### src/rtl/tcw_pkg.sv
// Shared definitions for the text console writer: geometry, request codes,
// register map and the cell memory port bundle. No dependencies.
`timescale 1ns / 1ps

package tcw_pkg;

  // Screen geometry
  localparam int COLUMNS    = 80;
  localparam int ROWS       = 25;
  localparam int CELL_COUNT = ROWS * COLUMNS;
  localparam int MOVE_COUNT = CELL_COUNT - COLUMNS;
  localparam int ADDR_W     = $clog2(CELL_COUNT);
  localparam int ROW_W      = $clog2(ROWS + 1);
  localparam int COL_W      = $clog2(COLUMNS + 1);
  localparam int CELL_W     = 16;

  // Cell layout
  localparam logic [7:0]        NEWLINE_CODE = 8'h0A;
  localparam logic [CELL_W-1:0] COLOUR_MASK  = 16'hFF00;
  localparam int                BACK_SHIFT   = 12;
  localparam int                FORE_SHIFT   = 8;

  // Register reset values and the cell that reset leaves everywhere
  localparam logic [3:0]        FORE_RST = 4'hF;
  localparam logic [3:0]        BACK_RST = 4'h0;
  localparam logic [CELL_W-1:0] RST_CELL = (CELL_W'(BACK_RST) << BACK_SHIFT) |
                                           (CELL_W'(FORE_RST) << FORE_SHIFT);

  // Configuration port
  localparam int   PADDR_W  = 3;
  localparam logic REG_FORE = 1'b0;
  localparam logic REG_BACK = 1'b1;

  // Request codes
  typedef enum logic [1:0] {
    REQ_PUT   = 2'd0,
    REQ_CLEAR = 2'd1,
    REQ_READ  = 2'd2
  } req_t;

  // One write port and one read port of the cell memory
  typedef struct packed {
    logic              we;
    logic [ADDR_W-1:0] waddr;
    logic [CELL_W-1:0] wdata;
    logic [ADDR_W-1:0] raddr;
  } mem_req_t;

endpackage

### src/rtl/tcw_seq.sv
// Request sequencer of the text console writer: cursor, sweeps for reset,
// clear and scroll, and read-modify-write of single cells. Uses tcw_pkg.
`timescale 1ns / 1ps

module tcw_seq (
  input  logic                         clk,
  input  logic                         rst_n,
  input  logic                         start,
  output logic                         busy,
  input  logic [1:0]                   req_type,
  input  logic [7:0]                   char_code,
  input  logic [3:0]                   clear_color,
  input  logic [10:0]                  cell_index,
  input  logic [3:0]                   fore_color,
  output logic                         out_valid,
  output logic [15:0]                  out_cell_data,
  output logic [4:0]                   out_cursor_row,
  output logic [6:0]                   out_cursor_col,
  output tcw_pkg::mem_req_t            mem_req,
  input  logic [tcw_pkg::CELL_W-1:0]   mem_rdata
);

  typedef enum logic [6:0] {
    ST_INIT      = 7'b0000001,
    ST_IDLE      = 7'b0000010,
    ST_PUT_ISSUE = 7'b0000100,
    ST_PUT_WB    = 7'b0001000,
    ST_SCROLL    = 7'b0010000,
    ST_FILL      = 7'b0100000,
    ST_READ_WAIT = 7'b1000000
  } state_t;

  localparam logic [tcw_pkg::ADDR_W-1:0] LAST_ADDR =
    tcw_pkg::ADDR_W'(tcw_pkg::CELL_COUNT - 1);

  state_t                          state_r, state_nxt;
  logic [tcw_pkg::ADDR_W-1:0]      sweep_r, sweep_nxt;
  logic [tcw_pkg::ROW_W-1:0]       row_r, row_nxt;
  logic [tcw_pkg::COL_W-1:0]       col_r, col_nxt;
  logic [7:0]                      ch_r, ch_nxt;
  logic [tcw_pkg::CELL_W-1:0]      fill_val_r, fill_val_nxt;
  logic                            out_valid_r, out_valid_nxt;
  logic [15:0]                     out_data_r, out_data_nxt;
  logic                            wb_v_r, wb_v_nxt;
  logic [tcw_pkg::ADDR_W-1:0]      wb_addr_r, wb_addr_nxt;
  logic                            wb_keep_r, wb_keep_nxt;

  logic [tcw_pkg::ROW_W-1:0]       row_wrap;
  logic [tcw_pkg::COL_W-1:0]       col_wrap;
  logic [tcw_pkg::ADDR_W-1:0]      cur_idx;

  // Cursor after the end-of-line wrap, and the cell under the cursor
  always_comb begin
    if (32'(col_r) >= tcw_pkg::COLUMNS) begin
      row_wrap = tcw_pkg::ROW_W'(32'(row_r) + 1);
      col_wrap = '0;
    end else begin
      row_wrap = row_r;
      col_wrap = col_r;
    end
    cur_idx = tcw_pkg::ADDR_W'(32'(row_r) * tcw_pkg::COLUMNS + 32'(col_r));
  end

  // Next state and memory port. The scroll sweep writes each cell in the cycle
  // after its read; writes always trail reads to lower addresses, so no
  // access to the same cell ever overlaps.
  always_comb begin
    state_nxt     = state_r;
    sweep_nxt     = sweep_r;
    row_nxt       = row_r;
    col_nxt       = col_r;
    ch_nxt        = ch_r;
    fill_val_nxt  = fill_val_r;
    out_valid_nxt = 1'b0;
    out_data_nxt  = out_data_r;
    wb_v_nxt      = 1'b0;
    wb_addr_nxt   = wb_addr_r;
    wb_keep_nxt   = wb_keep_r;

    mem_req.we    = wb_v_r;
    mem_req.waddr = wb_addr_r;
    mem_req.wdata = wb_keep_r ? (mem_rdata & tcw_pkg::COLOUR_MASK) : mem_rdata;
    mem_req.raddr = cur_idx;

    case (state_r)
      ST_INIT: begin
        mem_req.we    = 1'b1;
        mem_req.waddr = sweep_r;
        mem_req.wdata = tcw_pkg::RST_CELL;
        if (sweep_r == LAST_ADDR) begin
          sweep_nxt = '0;
          state_nxt = ST_IDLE;
        end else begin
          sweep_nxt = sweep_r + 1'b1;
        end
      end

      ST_IDLE: begin
        if (start) begin
          case (req_type)
            tcw_pkg::REQ_PUT: begin
              ch_nxt  = char_code;
              col_nxt = col_wrap;
              if (32'(row_wrap) >= tcw_pkg::ROWS) begin
                // The row left after the scroll has moved everything up
                row_nxt   = tcw_pkg::ROW_W'(tcw_pkg::ROWS - 1);
                sweep_nxt = '0;
                state_nxt = ST_SCROLL;
              end else begin
                row_nxt   = row_wrap;
                state_nxt = ST_PUT_ISSUE;
              end
            end
            tcw_pkg::REQ_CLEAR: begin
              fill_val_nxt =
                (tcw_pkg::CELL_W'(clear_color) << tcw_pkg::BACK_SHIFT) |
                (tcw_pkg::CELL_W'(fore_color) << tcw_pkg::FORE_SHIFT);
              sweep_nxt = '0;
              state_nxt = ST_FILL;
            end
            tcw_pkg::REQ_READ: begin
              if (32'(cell_index) < tcw_pkg::CELL_COUNT) begin
                mem_req.raddr = tcw_pkg::ADDR_W'(cell_index);
                state_nxt     = ST_READ_WAIT;
              end else begin
                out_valid_nxt = 1'b1;
                out_data_nxt  = '0;
              end
            end
            default: begin
              out_valid_nxt = 1'b1;
              out_data_nxt  = '0;
            end
          endcase
        end
      end

      ST_SCROLL: begin
        // Rows below the top move up; the bottom row keeps only its colours
        wb_v_nxt    = 1'b1;
        wb_addr_nxt = sweep_r;
        if (32'(sweep_r) < tcw_pkg::MOVE_COUNT) begin
          mem_req.raddr = sweep_r + tcw_pkg::ADDR_W'(tcw_pkg::COLUMNS);
          wb_keep_nxt   = 1'b0;
        end else begin
          mem_req.raddr = sweep_r;
          wb_keep_nxt   = 1'b1;
        end
        if (sweep_r == LAST_ADDR) begin
          sweep_nxt = '0;
          state_nxt = ST_PUT_ISSUE;
        end else begin
          sweep_nxt = sweep_r + 1'b1;
        end
      end

      ST_PUT_ISSUE: begin
        if (ch_r == tcw_pkg::NEWLINE_CODE) begin
          row_nxt       = tcw_pkg::ROW_W'(32'(row_r) + 1);
          col_nxt       = '0;
          out_valid_nxt = 1'b1;
          out_data_nxt  = '0;
          state_nxt     = ST_IDLE;
        end else begin
          state_nxt = ST_PUT_WB;
        end
      end

      ST_PUT_WB: begin
        mem_req.we    = 1'b1;
        mem_req.waddr = cur_idx;
        mem_req.wdata = (mem_rdata & tcw_pkg::COLOUR_MASK) |
                        tcw_pkg::CELL_W'(ch_r);
        col_nxt       = tcw_pkg::COL_W'(32'(col_r) + 1);
        out_valid_nxt = 1'b1;
        out_data_nxt  = '0;
        state_nxt     = ST_IDLE;
      end

      ST_FILL: begin
        mem_req.we    = 1'b1;
        mem_req.waddr = sweep_r;
        mem_req.wdata = fill_val_r;
        if (sweep_r == LAST_ADDR) begin
          sweep_nxt     = '0;
          row_nxt       = '0;
          col_nxt       = '0;
          out_valid_nxt = 1'b1;
          out_data_nxt  = '0;
          state_nxt     = ST_IDLE;
        end else begin
          sweep_nxt = sweep_r + 1'b1;
        end
      end

      ST_READ_WAIT: begin
        out_valid_nxt = 1'b1;
        out_data_nxt  = 16'(mem_rdata);
        state_nxt     = ST_IDLE;
      end

      default: begin
        sweep_nxt = '0;
        state_nxt = ST_INIT;
      end
    endcase
  end

  // Control registers
  always_ff @(posedge clk) begin
    if (!rst_n) begin
      state_r     <= ST_INIT;
      sweep_r     <= '0;
      row_r       <= '0;
      col_r       <= '0;
      out_valid_r <= 1'b0;
      wb_v_r      <= 1'b0;
    end else begin
      state_r     <= state_nxt;
      sweep_r     <= sweep_nxt;
      row_r       <= row_nxt;
      col_r       <= col_nxt;
      out_valid_r <= out_valid_nxt;
      wb_v_r      <= wb_v_nxt;
    end
  end

  // Payload registers
  always_ff @(posedge clk) begin
    ch_r       <= ch_nxt;
    fill_val_r <= fill_val_nxt;
    out_data_r <= out_data_nxt;
    wb_addr_r  <= wb_addr_nxt;
    wb_keep_r  <= wb_keep_nxt;
  end

  assign busy           = (state_r != ST_IDLE);
  assign out_valid      = out_valid_r;
  assign out_cell_data  = out_data_r;
  assign out_cursor_row = 5'(row_r);
  assign out_cursor_col = 7'(col_r);

`ifndef SYNTHESIS
  // A result beat is only ever shown with the sequencer back at rest
  a_out_idle: assert property (@(posedge clk) disable iff (!rst_n)
    out_valid_r |-> (state_r == ST_IDLE))
    else $error("result beat shown while the sequencer is busy");

  // No cell is read in the same cycle as it is written during a scroll sweep or its last write-back
  a_no_overlap: assert property (@(posedge clk) disable iff (!rst_n)
    ((state_r == ST_SCROLL) || (state_r == ST_PUT_ISSUE)) && mem_req.we
      |-> (mem_req.waddr != mem_req.raddr))
    else $error("cell read and written in the same cycle");

  // At rest the cursor stays inside the buffer, with a full row only at column 0
  a_cursor_bound: assert property (@(posedge clk) disable iff (!rst_n)
    (state_r == ST_IDLE) |-> ((32'(row_r) <= tcw_pkg::ROWS) &&
      (32'(col_r) <= tcw_pkg::COLUMNS) &&
      !((32'(row_r) == tcw_pkg::ROWS) && (col_r != '0))))
    else $error("cursor outside the buffer");

  // After a scroll the character goes into the bottom row
  a_scroll_row: assert property (@(posedge clk) disable iff (!rst_n)
    (state_r == ST_SCROLL) && (sweep_r == LAST_ADDR)
      |=> (state_r == ST_PUT_ISSUE) && (32'(row_r) == tcw_pkg::ROWS - 1))
    else $error("scroll did not end on the bottom row");
`endif

endmodule

### config.mk
export PLATFORM = sky130hd
export DESIGN_NAME = tcw_seq
export DESIGN_NICKNAME = d
export VERILOG_FILES = /design/src/rtl/tcw_pkg.sv /design/src/rtl/tcw_seq.sv
export SDC_FILE = /design/constraint.sdc
export NUM_CORES = 1
export LEC_CHECK = 0
export ABC_AREA = 1
export BUFFER_PORTS_ARGS = -buffer_cell sky130_fd_sc_hd__buf_4
export CAP_MARGIN = 5
export CORE_MARGIN = 1.5
export CORE_UTILIZATION = 30
export DETAILED_ROUTE_END_ITERATION = 12
export GPL_ROUTABILITY_DRIVEN = 0
export HOLD_SLACK_MARGIN = 0.1
export PLACE_DENSITY_LB_ADDON = 0.15
export RECOVER_POWER = 25
export SLEW_MARGIN = 10
export SYNTH_ARGS = -nofsm -noshare
export SYNTH_HDL_FRONTEND = slang
export SYNTH_SLANG_ARGS = --single-unit
### constraint.sdc
create_clock -name clk -period 9.95 [get_ports clk]
set_clock_uncertainty 0.05 [all_clocks]
set_input_delay 1.4925 -clock clk [delete_from_list [all_inputs] [get_ports clk]]
set_output_delay 1.4925 -clock clk [all_outputs]
set_load 0.02 [all_outputs]
==> run metrics <==
# hold bufs at CTS 0; Clock Sinks 76; Resize count post-CTS 0; switch share 34.6%; Net Switching between 0.0003 and 0.0004 W; final slew viol count 0; Cell Count, Final, Fillers Out 891; clock-pin slew on the worst setup and hold paths ~0.060 ns; vias 4493; core area approximately 15000 um^2; routed wl met2 6460 um; Total Power 0.00101 W; Min Hold Slack 0.452 ns; setup TNS 0 ns; post-CTS setup buffers 0; leakage 2.61 nW; top post-synthesis cells by area edfxtp_1 28%, dfxtp_1 14%, nand2_1 9.2%, inv_1 6.0%, ha_1 4.8%; Vias per Instance 5.04; critical path fanouts, max 13; Met3 Wirelength 1010 um; share of cells above drive strength 1 24.9%; Fmax 210 MHz; fin nets 766; maxcap violations 0; clock share of power 32.0%; met1 wire length 6510 um; cell-internal power 0.000657 W; number of global-route vias before repair between 4000 and 5000; detail-routed net length per standard cell 16.1 um; Synthesized Nets 650; Horiz. Die Dim 128 um; combinational share of power 32.5%; initial antenna violation count 0; Post-route DRC 0; setup slack at placement 5.19 ns; TritonRoute pass-1 iters 5; largest net degree at the start of global routing 25; IO Count approximately 120; Critical Path RT 8.41 ns; worst setup margin 5.18 ns; actual slew at the worst max-slew pin 0.884 ns; CTS Buffer Depth 2; Syn Area/Cell 8.05 um^2; outcome finished clean; CP Capture Type output port; H-tree levels 3; worst skew pair latency between 0.3 and 0.4 ns; Cells after Synth 582; 1st-iter DRT viols roughly 300; share of the synthesized area in the top cell type 28.2%; Hold Path Class reg -> reg; RSZ-0062 raised after global routing no; routed wire length 14300 um; Die Ht about 130 um; YS warnings 0; HPWL after DPL 10900 um; post-synthesis async set-or-reset flop share 0%; Cell Rows 45; Initial Util 30.8%; WP data arrival between 3 and 4 ns; minimum clock period 4.77 ns; area growth from synthesis to layout 28.8%; ant diodes 0; Setup violations, final 0; final hold violations 0; placed insts 875; Post-synth EDFFs 44; Tcrit/Tclk final a little under half; Reg power frac approximately 36%; Port Buf Inserts 116; worst setup path class in -> out; VDD IR max about 0.000070 V; Main synth FF type edfxtp_1; Seq cells post-synth 76; Startpoint Class input port; GR Util All Layers 17.5%; largest area contributor in the netlist edfxtp_1; sequential element share of the synthesized area 41.9%; first-pass GRT wire length approximately 22000 um; total CTS buffers 9; synthesized area 4680 um^2; grt ovf 0; top layer in use met4; relative slew slack approximately two fifths; CTS tree built; Die ar. 16400 um^2; number of library cell types mapped by synthesis 44; PD cells 167 nW/um^2; Antenna Nets Post-Route 0; Root Buffer clkbuf_16
-- cells in the mapped netlist (5+ instances only) --
library cell	count
a21oi_1	38
a32o_1	8
buf_2	5
clkbuf_1	7
dfxtp_1	32
edfxtp_1	44
ha_1	18
inv_1	75
inv_2	11
nand2_1	115
nand2_2	9
nand3_1	36
nand4_1	9
nor2_1	59
nor2_4	7
nor3_1	10
o211ai_1	11
o21ai_0	24
o221ai_1	14
xor2_1	9
-- layout make-up --
class                   instances  area [um^2]
inverters                      87          327
well taps                     188          235
repair buffers                117          878
fillers                      1580         9170
clock inverters                 5         53.8
flip-flops and latches         76         1960
multi-input cells             407         2340
clock buffers                  11          233
-- layout by cell type, fill, tap and decap left out, types with 3 or more instances in the layout --
cell type | synthesis | final
nand2_1 | 115 | 115
buf_4 | 0 | 101
inv_1 | 75 | 76
nor2_1 | 59 | 60
edfxtp_1 | 44 | 44
a21oi_1 | 38 | 38
nand3_1 | 36 | 36
dfxtp_1 | 32 | 32
o21ai_0 | 24 | 24
ha_1 | 18 | 18
clkbuf_4 | 0 | 16
o221ai_1 | 14 | 14
o211ai_1 | 11 | 11
inv_2 | 11 | 10
nor3_1 | 10 | 10
xor2_1 | 9 | 9
nand2_2 | 9 | 9
nand4_1 | 9 | 9
clkbuf_16 | 0 | 9
a32o_1 | 8 | 8
nor2_4 | 7 | 6
a22oi_1 | 4 | 4
nand3_2 | 4 | 4
nor2_2 | 3 | 3
or2_2 | 3 | 3
-- registers in the layout, summed over array words and instances (netlist names) --
signal,flops
out_cell_data,16
sweep_r,11
wb_addr_r,11
ch_r,8
fill_val_r,8
out_cursor_col,7
state_r,7
out_cursor_row,5
out_valid,1
wb_keep_r,1
wb_v_r,1
-- worst paths after layout --
check	cells after the start	startpoint	end	slack [ns]
worst max-delay path	9	req_type[0]	mem_req[1]	5.18
worst min-delay path	2	out_cursor_col[0]$_SDFFE_PN0P_	out_cursor_col[0]$_SDFFE_PN0P_	0.45
worst min register to register	2	out_cursor_col[0]$_SDFFE_PN0P_	out_cursor_col[0]$_SDFFE_PN0P_	0.45
worst max register to register	6	state_r[0]$_SDFFE_PN1P_	out_cell_data[1]$_SDFFCE_PN0P_	7.17
-- per-stage QoR --
step / util (%) / area (um^2)
after CTS: 39.7 / 6040
final: 39.7 / 6030
after global placement: 37.8 / 5750
after floorplan: - / 4680
after global routing: 39.7 / 6030
after detailed placement: 37.8 / 5750
-- cells by family after synthesis --
family | count (synthesis) | share of synthesized area, %
and+or+nand+nor | 266 | 27.1
adders and majority gates | 20 | 5.66
buffers and inverters | 99 | 8.07
xor gates and xnor gates | 11 | 2.06
DFF | 76 | 41.9
AOI/OAI and AO/OA | 110 | 15.2
-- metal layers --
metal	vias up	GRT usage (%)
met5	-	0
met4	0	6.81
met3	22	3.96
met2	167	28.4
met1	2084	22.7
li1	2220	-
-- critical path, cell delays in order --
cell,delay (ns)
buf_4,0.11
inv_1,0.07
ha_1,0.33
nand2_1,0.19
nor2_1,0.21
inv_1,0.22
o21ai_0,0.23
o221ai_1,0.15
buf_4,0.20
-- power groups by stage --
stage | combinational (W) | sequential [W] | clock, W
after floorplan | 0.000190 | 0.000367 | 0
after CTS | 0.000331 | 0.000358 | 0.000331
after global placement | 0.000328 | 0.000365 | 0
final | 0.000327 | 0.000357 | 0.000322
after detailed placement | 0.000329 | 0.000365 | 0
after global routing | 0.000356 | 0.000359 | 0.000343
Power figures use the tool's default switching activity.
